<file path="src/dxt3_pkg.sv">
// ----------------------------------------------------------------------------
// dxt3_pkg - shared types and helpers for the DXT3 block decoder
// Palette entry and block types, endpoint widening and the divide by three.
// ----------------------------------------------------------------------------
`default_nettype none

package dxt3_pkg;

  localparam int QDEPTH   = 2;
  localparam int QPTR_W   = $clog2(QDEPTH);
  localparam int QCNT_W   = $clog2(QDEPTH + 1);
  localparam int PIXELS   = 16;
  localparam int PIX_W    = $clog2(PIXELS);
  localparam int OUT_W    = 40;

  typedef struct packed {
    logic [7:0] red;
    logic [7:0] green;
    logic [7:0] blue;
  } rgb_t;

  typedef struct packed {
    rgb_t [3:0]  pal;
    logic [31:0] idx;
    logic [63:0] alpha;
  } blk_t;

  function automatic rgb_t widen(input logic [15:0] word);
    rgb_t c;
    c.blue  = {word[4:0], 3'b000};
    c.green = {word[10:5], 2'b00};
    c.red   = {word[15:11], 3'b000};
    return c;
  endfunction

  // floor(x / 3) for x below 768: multiply by 683 / 2048
  function automatic logic [7:0] div3(input logic [9:0] x);
    logic [20:0] prod;
    prod = {11'd0, x} * 21'd683;
    return prod[18:11];
  endfunction

  // (2a + b + 1) / 3
  function automatic logic [7:0] mix(input logic [7:0] a, input logic [7:0] b);
    logic [9:0] sum;
    sum = {1'b0, a, 1'b0} + {2'b00, b} + 10'd1;
    return div3(sum);
  endfunction

endpackage

`default_nettype wire

</file>
<file path="src/dxt3_front.sv">
// ----------------------------------------------------------------------------
// dxt3_front - block intake and palette build
// Widens both endpoints and forms the four-entry palette of one block.
// ----------------------------------------------------------------------------
`default_nettype none

module dxt3_front (
  input  wire logic [63:0] alpha_bits,
  input  wire logic [63:0] color_bits,
  output dxt3_pkg::blk_t   blk
);

  dxt3_pkg::rgb_t c0;
  dxt3_pkg::rgb_t c1;

  always_comb begin
    c0 = dxt3_pkg::widen(color_bits[15:0]);
    c1 = dxt3_pkg::widen(color_bits[31:16]);
    blk.pal[0] = c0;
    blk.pal[1] = c1;
    blk.pal[2].red   = dxt3_pkg::mix(c0.red, c1.red);
    blk.pal[2].green = dxt3_pkg::mix(c0.green, c1.green);
    blk.pal[2].blue  = dxt3_pkg::mix(c0.blue, c1.blue);
    blk.pal[3].red   = dxt3_pkg::mix(c1.red, c0.red);
    blk.pal[3].green = dxt3_pkg::mix(c1.green, c0.green);
    blk.pal[3].blue  = dxt3_pkg::mix(c1.blue, c0.blue);
    blk.idx   = color_bits[63:32];
    blk.alpha = alpha_bits;
  end

endmodule

`default_nettype wire

</file>
<file path="src/dxt3_queue.sv">
// ----------------------------------------------------------------------------
// dxt3_queue - short block queue
// Holds decoded palettes between intake and pixel output.
// ----------------------------------------------------------------------------
`default_nettype none

module dxt3_queue (
  input  wire logic           clk,
  input  wire logic           rst,
  input  wire logic           push,
  input  dxt3_pkg::blk_t      wr_blk,
  output logic                full,
  input  wire logic           pop,
  output logic                nonempty,
  output dxt3_pkg::blk_t      rd_blk
);

  dxt3_pkg::blk_t                     mem [dxt3_pkg::QDEPTH];
  logic [dxt3_pkg::QPTR_W-1:0]        wr_ptr;
  logic [dxt3_pkg::QPTR_W-1:0]        rd_ptr;
  logic [dxt3_pkg::QCNT_W-1:0]        count;

  assign full     = (count == dxt3_pkg::QCNT_W'(dxt3_pkg::QDEPTH));
  assign nonempty = (count != '0);
  assign rd_blk   = mem[rd_ptr];

  always_ff @(posedge clk) begin
    if (push) begin
      mem[wr_ptr] <= wr_blk;
    end
  end

  always_ff @(posedge clk) begin
    if (rst) begin
      wr_ptr <= '0;
      rd_ptr <= '0;
      count  <= '0;
    end else begin
      if (push) begin
        wr_ptr <= (wr_ptr == dxt3_pkg::QPTR_W'(dxt3_pkg::QDEPTH - 1)) ? '0 : wr_ptr + 1'b1;
      end
      if (pop) begin
        rd_ptr <= (rd_ptr == dxt3_pkg::QPTR_W'(dxt3_pkg::QDEPTH - 1)) ? '0 : rd_ptr + 1'b1;
      end
      if (push && !pop) begin
        count <= count + 1'b1;
      end else if (pop && !push) begin
        count <= count - 1'b1;
      end
    end
  end

endmodule

`default_nettype wire

</file>
<file path="src/dxt3_back.sv">
// ----------------------------------------------------------------------------
// dxt3_back - pixel emitter
// Walks the sixteen pixels of the head block into a registered output.
// ----------------------------------------------------------------------------
`default_nettype none

module dxt3_back (
  input  wire logic                       clk,
  input  wire logic                       rst,
  input  wire logic                       alpha_enable,
  input  wire logic                       q_valid,
  input  dxt3_pkg::blk_t                  q_blk,
  output logic                            q_pop,
  output logic                            m_tvalid,
  input  wire logic                       m_tready,
  output logic [dxt3_pkg::OUT_W-1:0]      m_tdata,
  output logic                            m_tlast
);

  logic [dxt3_pkg::PIX_W-1:0] pix;
  logic                       load;
  logic [1:0]                 sel;
  logic [3:0]                 a4;
  dxt3_pkg::rgb_t             color;
  logic [7:0]                 alpha;
  logic                       is_last;

  always_comb begin
    load    = q_valid && (!m_tvalid || m_tready);
    sel     = q_blk.idx[{pix, 1'b0} +: 2];
    a4      = q_blk.alpha[{pix, 2'b00} +: 4];
    color   = q_blk.pal[sel];
    alpha   = alpha_enable ? {a4, 4'b0000} : 8'd0;
    is_last = (pix == dxt3_pkg::PIX_W'(dxt3_pkg::PIXELS - 1));
    q_pop   = load && is_last;
  end

  always_ff @(posedge clk) begin
    if (load) begin
      m_tdata <= {4'b0000, pix[1:0], pix[3:2], alpha, color.red, color.green, color.blue};
      m_tlast <= is_last;
    end
  end

  always_ff @(posedge clk) begin
    if (rst) begin
      pix      <= '0;
      m_tvalid <= 1'b0;
    end else begin
      if (load) begin
        pix      <= pix + 1'b1;
        m_tvalid <= 1'b1;
      end else if (m_tready) begin
        m_tvalid <= 1'b0;
      end
    end
  end

endmodule

`default_nettype wire

</file>
<file path="src/dxt3_block_decoder_core.sv">
// ----------------------------------------------------------------------------
// dxt3_block_decoder_core - DXT3 (BC2) block decoder
// Decodes one 128-bit block into sixteen pixels, rows outer, columns inner.
// ----------------------------------------------------------------------------
//  channel   | direction | content
//  s_axis    | in        | one block per transfer (alpha word, color word)
//  m_axis    | out       | one pixel per transfer, tlast on the sixteenth
//  cfg       | in        | alpha_enable, always ready
//
//  A block leaves as sixteen pixels, one pixel per cycle while m_tready is high
//  and a block waits in the queue; the output register sets the pace. Palette
//  build is combinational: a block is written into the two-entry queue on its
//  transfer, and its pixels then pass through the output register.
//  Reset clears the queue, pixel counter and output valid; alpha_enable = 1.
//  A stalled output holds its pixel; intake keeps going until the queue fills.
`default_nettype none

module dxt3_block_decoder_core (
  input  wire logic         clk,
  input  wire logic         rst,
  input  wire logic         s_tvalid,
  output logic              s_tready,
  input  wire logic [127:0] s_tdata,   // alpha_bits[63:0], color_bits[127:64]
  output logic              m_tvalid,
  input  wire logic         m_tready,
  output logic [39:0]       m_tdata,   // blue, green, red, alpha, pixel_row[33:32],
                                       // pixel_col[35:34], zero pad
  output logic              m_tlast,   // last_pixel
  input  wire logic         cfg_valid,
  output logic              cfg_ready,
  input  wire logic         cfg_data   // alpha_enable
);

  logic           alpha_enable;
  dxt3_pkg::blk_t front_blk;
  dxt3_pkg::blk_t head_blk;
  logic           q_full;
  logic           q_nonempty;
  logic           q_pop;
  logic           push;

  assign cfg_ready = 1'b1;
  assign s_tready  = !q_full;
  assign push      = s_tvalid && !q_full;

  always_ff @(posedge clk) begin
    if (rst) begin
      alpha_enable <= 1'b1;
    end else if (cfg_valid) begin
      alpha_enable <= cfg_data;
    end
  end

  dxt3_front u_front (
    .alpha_bits (s_tdata[63:0]),
    .color_bits (s_tdata[127:64]),
    .blk        (front_blk)
  );

  dxt3_queue u_queue (
    .clk      (clk),
    .rst      (rst),
    .push     (push),
    .wr_blk   (front_blk),
    .full     (q_full),
    .pop      (q_pop),
    .nonempty (q_nonempty),
    .rd_blk   (head_blk)
  );

  dxt3_back u_back (
    .clk          (clk),
    .rst          (rst),
    .alpha_enable (alpha_enable),
    .q_valid      (q_nonempty),
    .q_blk        (head_blk),
    .q_pop        (q_pop),
    .m_tvalid     (m_tvalid),
    .m_tready     (m_tready),
    .m_tdata      (m_tdata),
    .m_tlast      (m_tlast)
  );

endmodule

`default_nettype wire

</file>
<file path="config.mk">
export PLATFORM = sky130hd
export DESIGN_NAME = dxt3_block_decoder_core
export DESIGN_NICKNAME = d
export VERILOG_FILES = /design/src/dxt3_pkg.sv /design/src/dxt3_front.sv /design/src/dxt3_queue.sv /design/src/dxt3_back.sv /design/src/dxt3_block_decoder_core.sv
export SDC_FILE = /design/constraint.sdc
export NUM_CORES = 1
export LEC_CHECK = 0
export BUFFER_PORTS_ARGS = -buffer_cell sky130_fd_sc_hd__clkbuf_2
export CORE_MARGIN = 5
export CORE_UTILIZATION = 38
export CTS_CLUSTER_DIAMETER = 30
export DETAILED_ROUTE_END_ITERATION = 12
export PLACE_DENSITY_LB_ADDON = 0.2
export SLEW_MARGIN = 10
export SYNTH_ARGS = -nofsm -noshare
export SYNTH_HDL_FRONTEND = slang
export SYNTH_SLANG_ARGS = --single-unit
</file>
<file path="constraint.sdc">
create_clock -name clk -period 13 [get_ports clk]
set_input_delay 1.95 -clock clk [delete_from_list [all_inputs] [get_ports clk]]
set_output_delay 1.95 -clock clk [all_outputs]
set_load 0.03 [all_outputs]
</file>
# Word-level counts from Yosys, hierarchy flattened

Memories as Yosys holds them, arrays and structs flattened. A register that Yosys moved wholly into a read port is not among the register bits.
Index checks and enable logic that the tools add are counted.

Flip-flop bits (word level): 47
Word-level logic and storage cells: 63
Memories: 1
Bits of input ports: 134
Memory bits (writable): 352
Output and inout port bits: 44

Equal/unequal tests: 2
Magnitude comparators: 1
Multiplexer cells: 12
Multiply operators: 6
Reductions and logical operators: 13
Shift operators: 2
Add/sub/neg operators: 17

Memory list:

| memory      | depth | width | rd ports | clocked after Yosys merged registers in | write ports | RTL line         | source |
|---|---|---|---|---|---|---|---|
| u_queue.mem | 2     | 176   | 1        | 1                                       | 1           | dxt3_queue.sv:18 | `dxt3_pkg::blk_t mem [dxt3_pkg::QDEPTH];` |

Operators with widths:

| operator                                                   | count |
|---|---|
| multiplier 10 x 10 -> 19 bit, second input constant        | 6 |
| indexed part select 64 x 7 -> 4 bit                        | 1 |
| adder 10 x 1 -> 10 bit, second input constant              | 6 |
| adder 9 x 8 -> 10 bit                                      | 6 |
| binary-select mux 24 bit (select 2 bit)                    | 1 |
| indexed part select 32 x 6 -> 2 bit                        | 1 |
| two-way mux 24 bit                                         | 1 |
| two-way mux 1 bit                                          | 8 |
| nonzero test 2 bit                                         | 3 |
| logical AND 1 bit                                          | 5 |
| adder 4 x 1 -> 4 bit, second input constant                | 1 |
| equality test 4 bit, second input constant                 | 1 |
| logical NOT 1 bit                                          | 4 |
| two-way mux 2 bit                                          | 2 |
| less-than comparator 2 x 3 -> 1 bit, second input constant | 1 |
| adder 1 bit, second input constant                         | 2 |
| adder 2 x 1 -> 2 bit, second input constant                | 1 |
| equality test 2 bit, second input constant                 | 1 |
| subtractor 2 x 1 -> 2 bit, second input constant           | 1 |
| logical OR 1 bit                                           | 1 |

# Longest topological paths before layout

Gate-level depths: netlist of the first run.

Depth in word-level cells: 7
Mapped depth: 24
Depth with buffers taken out: 24

# Hierarchy

From an unflattened synthesis of the first run, not the netlist that was laid out.

Cell total of the unflattened synthesis: 1951
Area total of the unflattened synthesis: 26843.2 µm²

By module, submodules not included:

| module                  | cells each | instances | area each (µm²) | seq. area each (µm²) |
|---|---|---|---|---|
| dxt3_queue              | 619        | 1         | 14131.1         | 11631.2 |
| dxt3_front              | 1056       | 1         | 9701.8          | 0.0 |
| dxt3_back               | 269        | 1         | 2954.1          | 1091.0 |
| dxt3_block_decoder_core | 7          | 1         | 56.3            | 20.0 |

# Worst setup path before layout of the first run

No wires, ideal clock.

Kind: input to register
Start: input s_tvalid
End: memory u_queue.mem[0][0] (netlist bit), enable pin
Data arrival time: 9.349 ns
Path buffers: 0
Setup time: 0.715 ns
Slack: 2.936 ns
Stages on the path: 2
Required time: 12.285 ns
Path through: nand2_1 > nor2_1

Word-level cells in the longest chain between the ends: 3

RTL lines:

| element                                 | RTL line                      | source |
|---|---|---|
| start: declaration                      | dxt3_block_decoder_core.sv:21 | `input wire logic s_tvalid,` |
| logical AND 1 bit                       | dxt3_block_decoder_core.sv:44 | `assign push = s_tvalid && !q_full;` |
| two-way mux 1 bit                       | dxt3_queue.sv:28              | `if (push) begin` |
| two-way mux 1 bit (implied by the code) | dxt3_queue.sv:29              | `mem[wr_ptr] <= wr_blk;` |
| end: declaration                        | dxt3_queue.sv:18              |  |

Every way passes these cells.

==> results of run 1 <==
-- routing by layer --
layer | vias to the layer above | share of wire, % | GRT usage, %
met4 | 6 | 1.7 | 4.18
li1 | 6503 | - | -
met3 | 75 | 5.4 | 3.21
met2 | 294 | 47 | 25.7
met5 | - | 0.079 | 0
met1 | 6742 | 45 | 21.0
-- final timing paths --
kind,startpoint,endpoint,slack [ns]
hold / removal,u_back.m_tvalid,u_back.m_tvalid,0.52
setup / recovery,s_tdata[69],u_queue.mem[0][143],5.74
hold reg to reg,u_back.m_tvalid,u_back.m_tvalid,0.52
setup reg to reg,register,u_back.m_tdata[14],8.84
-- stage by stage --
stage / hold slack [ns] / cell area, sq um / instances / total power, W
finish: 0.522 / 28100 / 2758 / 0.00740
global route: 0.556 / 28100 / 2758 / 0.00804
CTS: 0.527 / 28100 / 2758 / 0.00753
detailed placement: 0.494 / 25400 / 2613 / 0.00544
global placement: 0.486 / 25400 / 2613 / 0.00539
floorplan: 0.406 / 23600 / 1641 / 0.00451
-- area by class of cell --
cell class                 instances  share of cell area (%)
multi-input combinational       1016                    38.9
tap                              837                    3.73
timing repair buffer             180                    3.32
clock inverter                    61                    2.35
sequential                       396                    42.0
clock buffer                      84                    7.26
inverter                         184                    2.46
-- registers in the layout, summed over array words and instances, names as in the netlist, named ones only --
name,flops
u_back.m_tdata,32
u_back.pix,4
u_back.m_tvalid,1
u_queue.count,2
u_back.m_tlast,1
u_queue.wr_ptr,1
alpha_enable,1
u_queue.mem,352
u_queue.rd_ptr,1
-- power breakdown --
group | switching, W | internal [W] | leakage, nW
logic | 0.00197 | 0.00136 | 7.10
registers | 0.0000753 | 0.00199 | 3.70
clock network | 0.000674 | 0.00134 | 1.29
-- kinds of logic (layout without fill, tap and decap cells) --
kind of cell / after synthesis / in the layout / share of synthesized area, %
multiplexers: 152 / 152 / 9.09
other: 2 / 9 / 0.0318
XOR/XNOR: 97 / 97 / 3.60
adder cells (fa/ha/maj): 411 / 411 / 24.5
flip-flops: 396 / 396 / 49.9
AO/OA/AOI/OAI: 164 / 164 / 4.84
buffers and inverters: 229 / 509 / 4.00
AND/OR/NAND/NOR: 183 / 183 / 3.97
-- tightest hold or removal path, delay by kind of cell, from the launching register on --
| family | cells | cell delay, ns |
|---|---|---|
| flip-flops | 1 | 0.30 |
| AND/OR/NAND/NOR | 1 | 0.10 |
| AO/OA/AOI/OAI | 1 | 0.07 |
-- Yosys cell counts (5+ instances only) --
master    number
o211a_1        8
nor2_1        47
xnor2_1       67
a31oi_1        6
nand2_1       33
nor2b_1       17
nor2_2        12
or3_1          6
buf_4         10
buf_2         14
o21a_1         5
mux2_2        10
nand4_1        7
fa_1          87
inv_1        184
a311oi_1       5
nand3_1       11
and3_1        10
and2_1         9
mux2i_1       93
a21o_1        23
nand2b_1       5
o21ai_0       16
a21oi_1       48
buf_1          5
nor3_1        13
clkbuf_1      12
edfxtp_1     385
mux4_2        49
ha_1         324
xor2_1        30
a22o_1        32
dfxtp_1       11
==> out/qor.csv, run 1 <==
metric,value,unit
CORE AREA,61600,sq um
CTS Buf Count,80,
# DRC,0,
Post-synth EDFFs,385,
largest net degree at the start of global routing,75,
H-tree depth,3,
drt pass-1 iters,5,
syn avg cell area,14.4,sq um
post-synth design cell area,23600,sq um
crit path DAT,7.56,ns
"Hold-fix buffers, CTS",0,
Die Area,67200,sq um
Clock Path Buffers,3,
post-route setup TNS,0,ns
Global Route Usage Sum,15.5,%
Worst Setup Start Kind,input port,
CP Depth,24,
cell taking the most area after synthesis,edfxtp_1,
Avg WL per Cell,18.8,microns
die boundary width,259,microns
Critical Path Fanout Max,7,
Tightest Hold Check Type,reg -> reg,
initial antenna violation count,4,
WL final,52.0,mm
status,finished clean,
peak supply drop,0.0973,mV
# IOs,178,
fill count,5496,
relative slew slack,22.7,%
clk_lat worst skew,0.59,ns
post-synthesis cell type count,49,
register area,11800,sq um
number of hold violations in the final report,0,
Synth area leaders,"edfxtp_1, ha_1, fa_1, mux4_2, mux2i_1",
crit path kind,in -> reg,
Via density,4.94,
fin crit share,55.8,%
PwrDens,264,nW/um^2
crit path cell chain,clkbuf_2 > ha_1 > fa_1 > a21oi_1 > nor2_1 > nor2_1 > nor2b_1 > o21ai_0 > inv_1 > ha_1 > ha_1 > inv_1 > fa_1 > inv_1 > fa_1 > ha_1 > ha_1 > o2111ai_1 > a21o_1 > a31o_2 > a31oi_1 > a21o_1 > a21oi_1 > xnor2_1,
Synth Register Bits,396,
# Max-Cap Violations,0,
Clock Sinks,396,
Critical Path Max Stage Delay,0.54,ns
ys flop type,edfxtp_1,
routability cong.,0.832,
"worst slack, placed",5.18,ns
FMAX,138,MHz
endpoint type of the worst setup path,register,
Slew @ Worst Pin,1.16,ns
Routed Antenna Nets,0,
share of cells above drive strength 1,20.6,%
WP data required,13.31,ns
Die Y,259,microns
max-slew violations,0,
area delta synth->final,18.9,%
hold depth,2,
vias in the first global route,14734,
DP HPWL,38.1,mm
global-route wire length before repair,82.3,mm
minimum clock period,7.26,ns
Pleak,12.1,nW
post-CTS setup buffers,0,
"commonest non-fill, non-tap cell in the layout",edfxtp_1,
RSZ-0062 raised after global routing,false,
slowest CP cell,o21ai_0,
Initial Util,38.3,%
sequential area share after synthesis,49.9,%
ys async rst share,0,%
GR Overflow Total,0,
post-synthesis instance total,1634,
CTS tree,built,
highest-count cells in the layout ignoring fill and taps,"edfxtp_1, ha_1, inv_1",
Final Util,45.6,%
iteration-0 DRC count of the detailed router,751,
Row Count,91,
Setup Viol. Count Final,0,
Crit path max-delay family,adder cells,
Worst R2R Path Depth,7,
post-synth top area share,49.0,%
synth warn,0,
"Buf+Inv Stages, Crit Path",4,
via count,13620,
CTS resizes,0,
post-route setup slack,5.74,ns
"Reg clk slew, reported paths",0.05,ns
clk_skew,0.0193,ns
I/O Buffers,168,
final-stage net count,2403,
clock root buffer,clkbuf_16,
"most used cell, CP",ha_1,
Multi-input gate area,10900,sq um
ANT cells,0,
(Power assumes the default switching activity.)
==> run 2: changes to the inputs <==
==> constraint.sdc (replaced) <==
create_clock -name clk -period 6.7 [get_ports clk]
set_input_delay 1.005 -clock clk [delete_from_list [all_inputs] [get_ports clk]]
set_output_delay 1.005 -clock clk [all_outputs]
set_load 0.03 [all_outputs]
==> run 2 against run 1 <==
  * Core utilization grew 0.22 points
  * Via count is 0.38% higher
  * Non-clock buffer count up 17
  * Worst hold slack lost 0.024 ns
  * Worst setup slack lost 4.9 ns
  * Combinational power increased by 93%
  * Sequential power up 95%
  * Cell count grew 0.87%
  * First-iteration DRC count down 2.5%
  * Critical endpoint is now u_queue.mem[1][135]
==> out/qor.csv, run 2 (synthesis gave the netlist of run 1 again) <==
metric,value,unit
Biggest register,u_queue.mem,
Routed Antenna Nets,0,
max-slew violations,0,
Switching Fraction,36.8,%
iteration-0 DRC count of the detailed router,732,
Slew @ Worst Pin,1.10,ns
RSZ-0062 raised after global routing,false,
highest-count cells in the layout ignoring fill and taps,"edfxtp_1, ha_1, inv_1",
Initial Util,38.3,%
Global Route Usage Sum,15.4,%
H-tree depth,3,
share of cells above drive strength 1,21.0,%
# IOs,178,
Regs by FF count,"u_queue.mem x352, u_back.m_tdata x32, u_back.pix x4",
PwrDens,506,nW/um^2
number of flip-flops in the largest register,352,
I/O Buffers,168,
peak supply drop,0.286,mV
hold depth,2,
Clock Sinks,396,
crit path DAT,6.16,ns
fin crit share,87.1,%
initial antenna violation count,3,
FMAX,171,MHz
Comb pwr share,44.9,%
RR Endpoint,u_back.m_tdata[3],
Via density,4.91,
CTS resizes,0,
"non-filler cells, final",2782,
net switching power,0.00525,W
Row Count,91,
# DRC,0,
post-CTS setup buffers,0,
"Hold-fix buffers, CTS",0,
clock network power share,27.0,%
WP data required,7.03,ns
Cell Int Power,0.00903,W
Tightest Hold Check Type,reg -> reg,
Worst R2R Path Depth,7,
post-route setup TNS,0,ns
fill count,5416,
number of hold violations in the final report,0,
"worst slack, placed",0.242,ns
WL final,51.7,mm
CTS Buf Count,81,
hold path start,u_queue.rd_ptr,
DP HPWL,38.1,mm
clk_skew,0.0211,ns
Die Area,67200,sq um
crit path kind,in -> reg,
Avg WL per Cell,18.6,microns
placed cell count,2630,
Critical Path Fanout Max,5,
clk_lat worst skew,0.60,ns
Worst Setup Start Kind,input port,
Clock Path Buffers,3,
area delta synth->final,19.5,%
routability cong.,0.816,
"Reg clk slew, reported paths",0.05,ns
final-stage net count,2421,
endpoint type of the worst setup path,register,
Setup Viol. Count Final,0,
CORE AREA,61600,sq um
minimum clock period,5.84,ns
via count,13672,
Worst R2R Setup Slack,2.51,ns
sequential power share,28.1,%
largest net degree at the start of global routing,135,
drt pass-1 iters,5,
GR Overflow Total,0,
relative slew slack,26.3,%
global-route wire length before repair,81.7,mm
die boundary width,259,microns
"commonest non-fill, non-tap cell in the layout",edfxtp_1,
Pleak,12.2,nW
Hold EP,u_queue.rd_ptr,
# Max-Cap Violations,0,
status,finished clean,
CTS tree,built,
Die Y,259,microns
vias in the first global route,14668,
post-route setup slack,0.863,ns
clock root buffer,clkbuf_16,
[run 2: power groups by stage]
stage	clock, W	sequential, W	combinational, W
2_1_floorplan	0	0.00414	0.00459
3_3_place_gp	0	0.00404	0.00638
3_5_place_dp	0	0.00405	0.00646
4_1_cts	0.00394	0.00401	0.00655
5_1_grt	0.00407	0.00404	0.00736
6_report	0.00385	0.00401	0.00642
[run 2: worst max-delay path: stages]
cell and delay, ns:
clkbuf_2 0.14, ha_1 0.19, inv_1 0.06, fa_1 0.39, inv_1 0.07, a21o_1 0.11
a21oi_1 0.08, xnor2_1 0.27, ha_1 0.30, ha_1 0.33, ha_1 0.29, inv_1 0.05
fa_1 0.47, fa_1 0.51, inv_1 0.04, ha_1 0.31, a21o_1 0.17, a21o_1 0.18
o31ai_1 0.43, nand3_1 0.18, a31oi_1 0.33, o21bai_1 0.12, xnor2_1 0.16
[run 2: layout make-up]
type	instances	area (sq um)	share of cell area, %
clock buffers	97	2120	7.50
diodes	1	2.50	0.00887
inverters	184	691	2.45
flip-flops and latches	396	11800	41.8
multi-input cells	1016	10900	38.7
well taps	837	1050	3.71
repair buffers	197	1070	3.80
clock inverters	54	572	2.03
[run 2: how the worst max path moves through the flow]
| stage | cells after the start | from | to |
|---|---|---|---|
| after floorplan | 2 | s_tvalid | u_queue.mem[0][0] |
| after global placement | 23 | s_tdata[81] | u_queue.mem[0][135] |
| after detailed placement | 22 | s_tdata[85] | u_queue.mem[0][164] |
| after CTS | 22 | s_tdata[85] | u_queue.mem[1][164] |
| after global routing | 22 | s_tdata[85] | u_queue.mem[1][164] |
| final | 23 | s_tdata[81] | u_queue.mem[1][135] |
[run 2: routing by layer]
| layer | global-route usage (%) | share of wire, % | vias up |
|---|---|---|---|
| met5 | 0 | 0.025 | - |
| met4 | 4.21 | 1.7 | 2 |
| met3 | 2.65 | 4.2 | 68 |
| met2 | 26.3 | 49 | 254 |
| met1 | 20.5 | 45 | 6820 |
| li1 | - | - | 6528 |
[run 2: stage by stage]
step           total power [W]  util, %  instance area, sq um  hold WS (ns)
6_report                0.0143     45.8                 28200         0.498
3_3_place_gp            0.0104     41.4                 25500         0.484
5_1_grt                 0.0155     45.8                 28200         0.536
4_1_cts                 0.0145     45.8                 28200         0.501
3_5_place_dp            0.0105     41.4                 25500         0.487
2_1_floorplan          0.00873        -                 23600         0.406
==> run 3: changes to the inputs <==
==> constraint.sdc (replaced) <==
create_clock -name clk -period 4.9 [get_ports clk]
set_input_delay 0.735 -clock clk [delete_from_list [all_inputs] [get_ports clk]]
set_output_delay 0.735 -clock clk [all_outputs]
set_load 0.03 [all_outputs]
==> run 3 against run 2 <==
  * The flow now finishes with violations (setup timing)
  * Critical path type unchanged
  * Non-clock buffer count increased by 227
  * Largest power group unchanged
  * Worst setup slack got worse by 0.96 ns
  * Total power is 56% higher
==> out/qor.csv, run 3 (synthesis gave the netlist of run 1 again) <==
metric,value,unit
Clock Sinks,396,
CTS Buf Count,61,
"Hold-fix buffers, CTS",0,
RSZ-0062 raised after global routing,true,
drt pass-1 iters,5,
Worst Setup Start Kind,input port,
max-slew violations,0,
WL final,52.8,mm
Clock Path Buffers,3,
register area,11800,sq um
CTS tree,built,
crit path cell chain,buf_8 > ha_4 > fa_2 > a21oi_2 > nor2_2 > nor2_2 > xor2_2 > inv_2 > ha_4 > ha_4 > inv_2 > fa_1 > fa_2 > fa_1 > inv_2 > ha_4 > o2111ai_2 > a21o_1 > a31o_4 > a31oi_4 > a21o_1 > a21oi_2 > xnor2_1,
# Max-Cap Violations,0,
Die Y,259,microns
CORE AREA,61600,sq um
RR Endpoint,u_back.m_tdata[23],
routability cong.,0.814,
share of cells above drive strength 1,37.1,%
clk_lat worst skew,0.59,ns
die boundary width,259,microns
Pleak,13.2,nW
hold depth,1,
Switching Fraction,36.4,%
Comb pwr share,55.8,%
net switching power,0.00811,W
number of flip-flops in the largest register,352,
status,"complete, but fails checks",
sequential power share,24.6,%
Avg WL per Cell,17.8,microns
Hold EP,u_queue.mem[1][26],
Cell Int Power,0.0142,W
largest net degree at the start of global routing,100,
Final Util,49.9,%
FMAX,200,MHz
failing checks,setup timing,
Biggest register,u_queue.mem,
relative slew slack,32.7,%
"non-filler cells, final",2974,
WP data required,5.21,ns
# DRC,0,
hold_ws,0.324,ns
clock root buffer,clkbuf_16,
Critical Path Max Stage Delay,0.50,ns
initial antenna violation count,5,
fin crit share,102,%
crit path kind,in -> reg,
Row Count,91,
Die Area,67200,sq um
post-route setup slack,-0.0962,ns
PwrDens,724,nW/um^2
Via density,4.80,
Initial Util,38.3,%
# IOs,178,
"commonest non-fill, non-tap cell in the layout",edfxtp_1,
"most used cell, CP",ha_4,
DP HPWL,39.8,mm
"Reg clk slew, reported paths",0.06,ns
Regs by FF count,"u_queue.mem x352, u_back.m_tdata x32, u_back.pix x4",
area delta synth->final,30.2,%
clock network power share,19.6,%
Critical Path Fanout Max,2,
vias in the first global route,15440,
Routed Antenna Nets,0,
Worst R2R Setup Slack,1.27,ns
minimum clock period,5.00,ns
Worst R2R Path Depth,8,
Tightest Hold Check Type,in -> reg,
I/O Buffers,168,
Multi-input gate area,12200,sq um
clk_skew,0.0333,ns
GR Overflow Total,0,
number of hold violations in the final report,0,
H-tree depth,2,
Global Route Usage Sum,15.5,%
peak supply drop,0.342,mV
hold path start,s_tdata[26],
iteration-0 DRC count of the detailed router,595,
highest-count cells in the layout ignoring fill and taps,"edfxtp_1, ha_1, buf_4",
final-stage net count,2628,
endpoint type of the worst setup path,register,
Setup Viol. Count Final,10,
crit path DAT,5.30,ns
placed cell count,2845,
slowest CP cell,fa_1,
global-route wire length before repair,83.5,mm
via count,14272,
Slew @ Worst Pin,1.01,ns
fill count,5263,
==> run 3: cell count changes in the layout (fill, tap and decap cells not counted), sizes merged <==
cell / change
clkinvlp: -6
bufinv: +1
clkbuf: -41
inv: +1
clkinv: -4
diode: +2
buf: +239
==> run 3: worst max-delay path: cells and delay by family <==
kind,cells,cell delay (ns)
compound gates,7,1.09
fa+ha+maj,8,2.69
simple gates,2,0.19
buf+inv,4,0.26
xor+xnor,2,0.31
==> run 3: worst max-delay path by stage <==
stage / from / end / slack, ns
finish: s_tdata[69] / u_queue.mem[0][143] / -0.1
global route: s_tdata[69] / u_queue.mem[0][143] / -0.25
CTS: s_tdata[69] / u_queue.mem[0][143] / -0.1
detailed placement: s_tdata[70] / u_queue.mem[0][166] / -0.77
global placement: s_tdata[70] / u_queue.mem[0][166] / -0.75
floorplan: s_tdata[69] / u_queue.mem[0][143] / -0.55
==> run 3: layer usage <==
metal	wire length, microns	share of wire, %	vias to the layer above	GRT usage, %
met3	2390	4.5	61	2.72
li1	-	-	6938	-
met4	769	1.5	4	2.91
met1	23700	45	7005	21.0
met5	27	0.051	-	0
met2	26000	49	264	26.7
==> run 3: power groups by stage <==
stage | Clock (W) | Combinational [W] | Sequential (W)
2_1_floorplan | 0 | 0.00714 | 0.00564
3_3_place_gp | 0 | 0.0113 | 0.00553
3_5_place_dp | 0 | 0.0115 | 0.00554
4_1_cts | 0.00445 | 0.0118 | 0.00549
5_1_grt | 0.00461 | 0.0140 | 0.00554
6_report | 0.00436 | 0.0124 | 0.00548
==> run 3: final cells by class <==
class                   count  area share (%)
diodes                      3          0.0244
clock buffers              68            5.15
clock inverters            46            1.86
inverters                 184            2.25
multi-input cells        1016            39.6
well taps                 837            3.41
flip-flops and latches    396            38.3
repair buffers            424            9.43
==> run 3: through the flow <==
stage	setup slack [ns]	setup TNS, ns	power (W)	cell area, sq um
2_1_floorplan	-0.553	-11.67	0.0128	24300
3_3_place_gp	-0.749	-49.36	0.0168	27900
3_5_place_dp	-0.771	-52.23	0.0170	27900
4_1_cts	-0.0961	-0.915	0.0217	30100
5_1_grt	-0.248	-3.40	0.0241	30700
6_report	-0.0962	-0.453	0.0223	30700
==> run 3: what timing repair did <==
item | in CTS | in global routing
pin swaps | 16 | 79
resized for setup | 14 | 111
setup endpoints to repair | 35 | 76
setup buffers | 3 | 11
gates cloned | 0 | 0
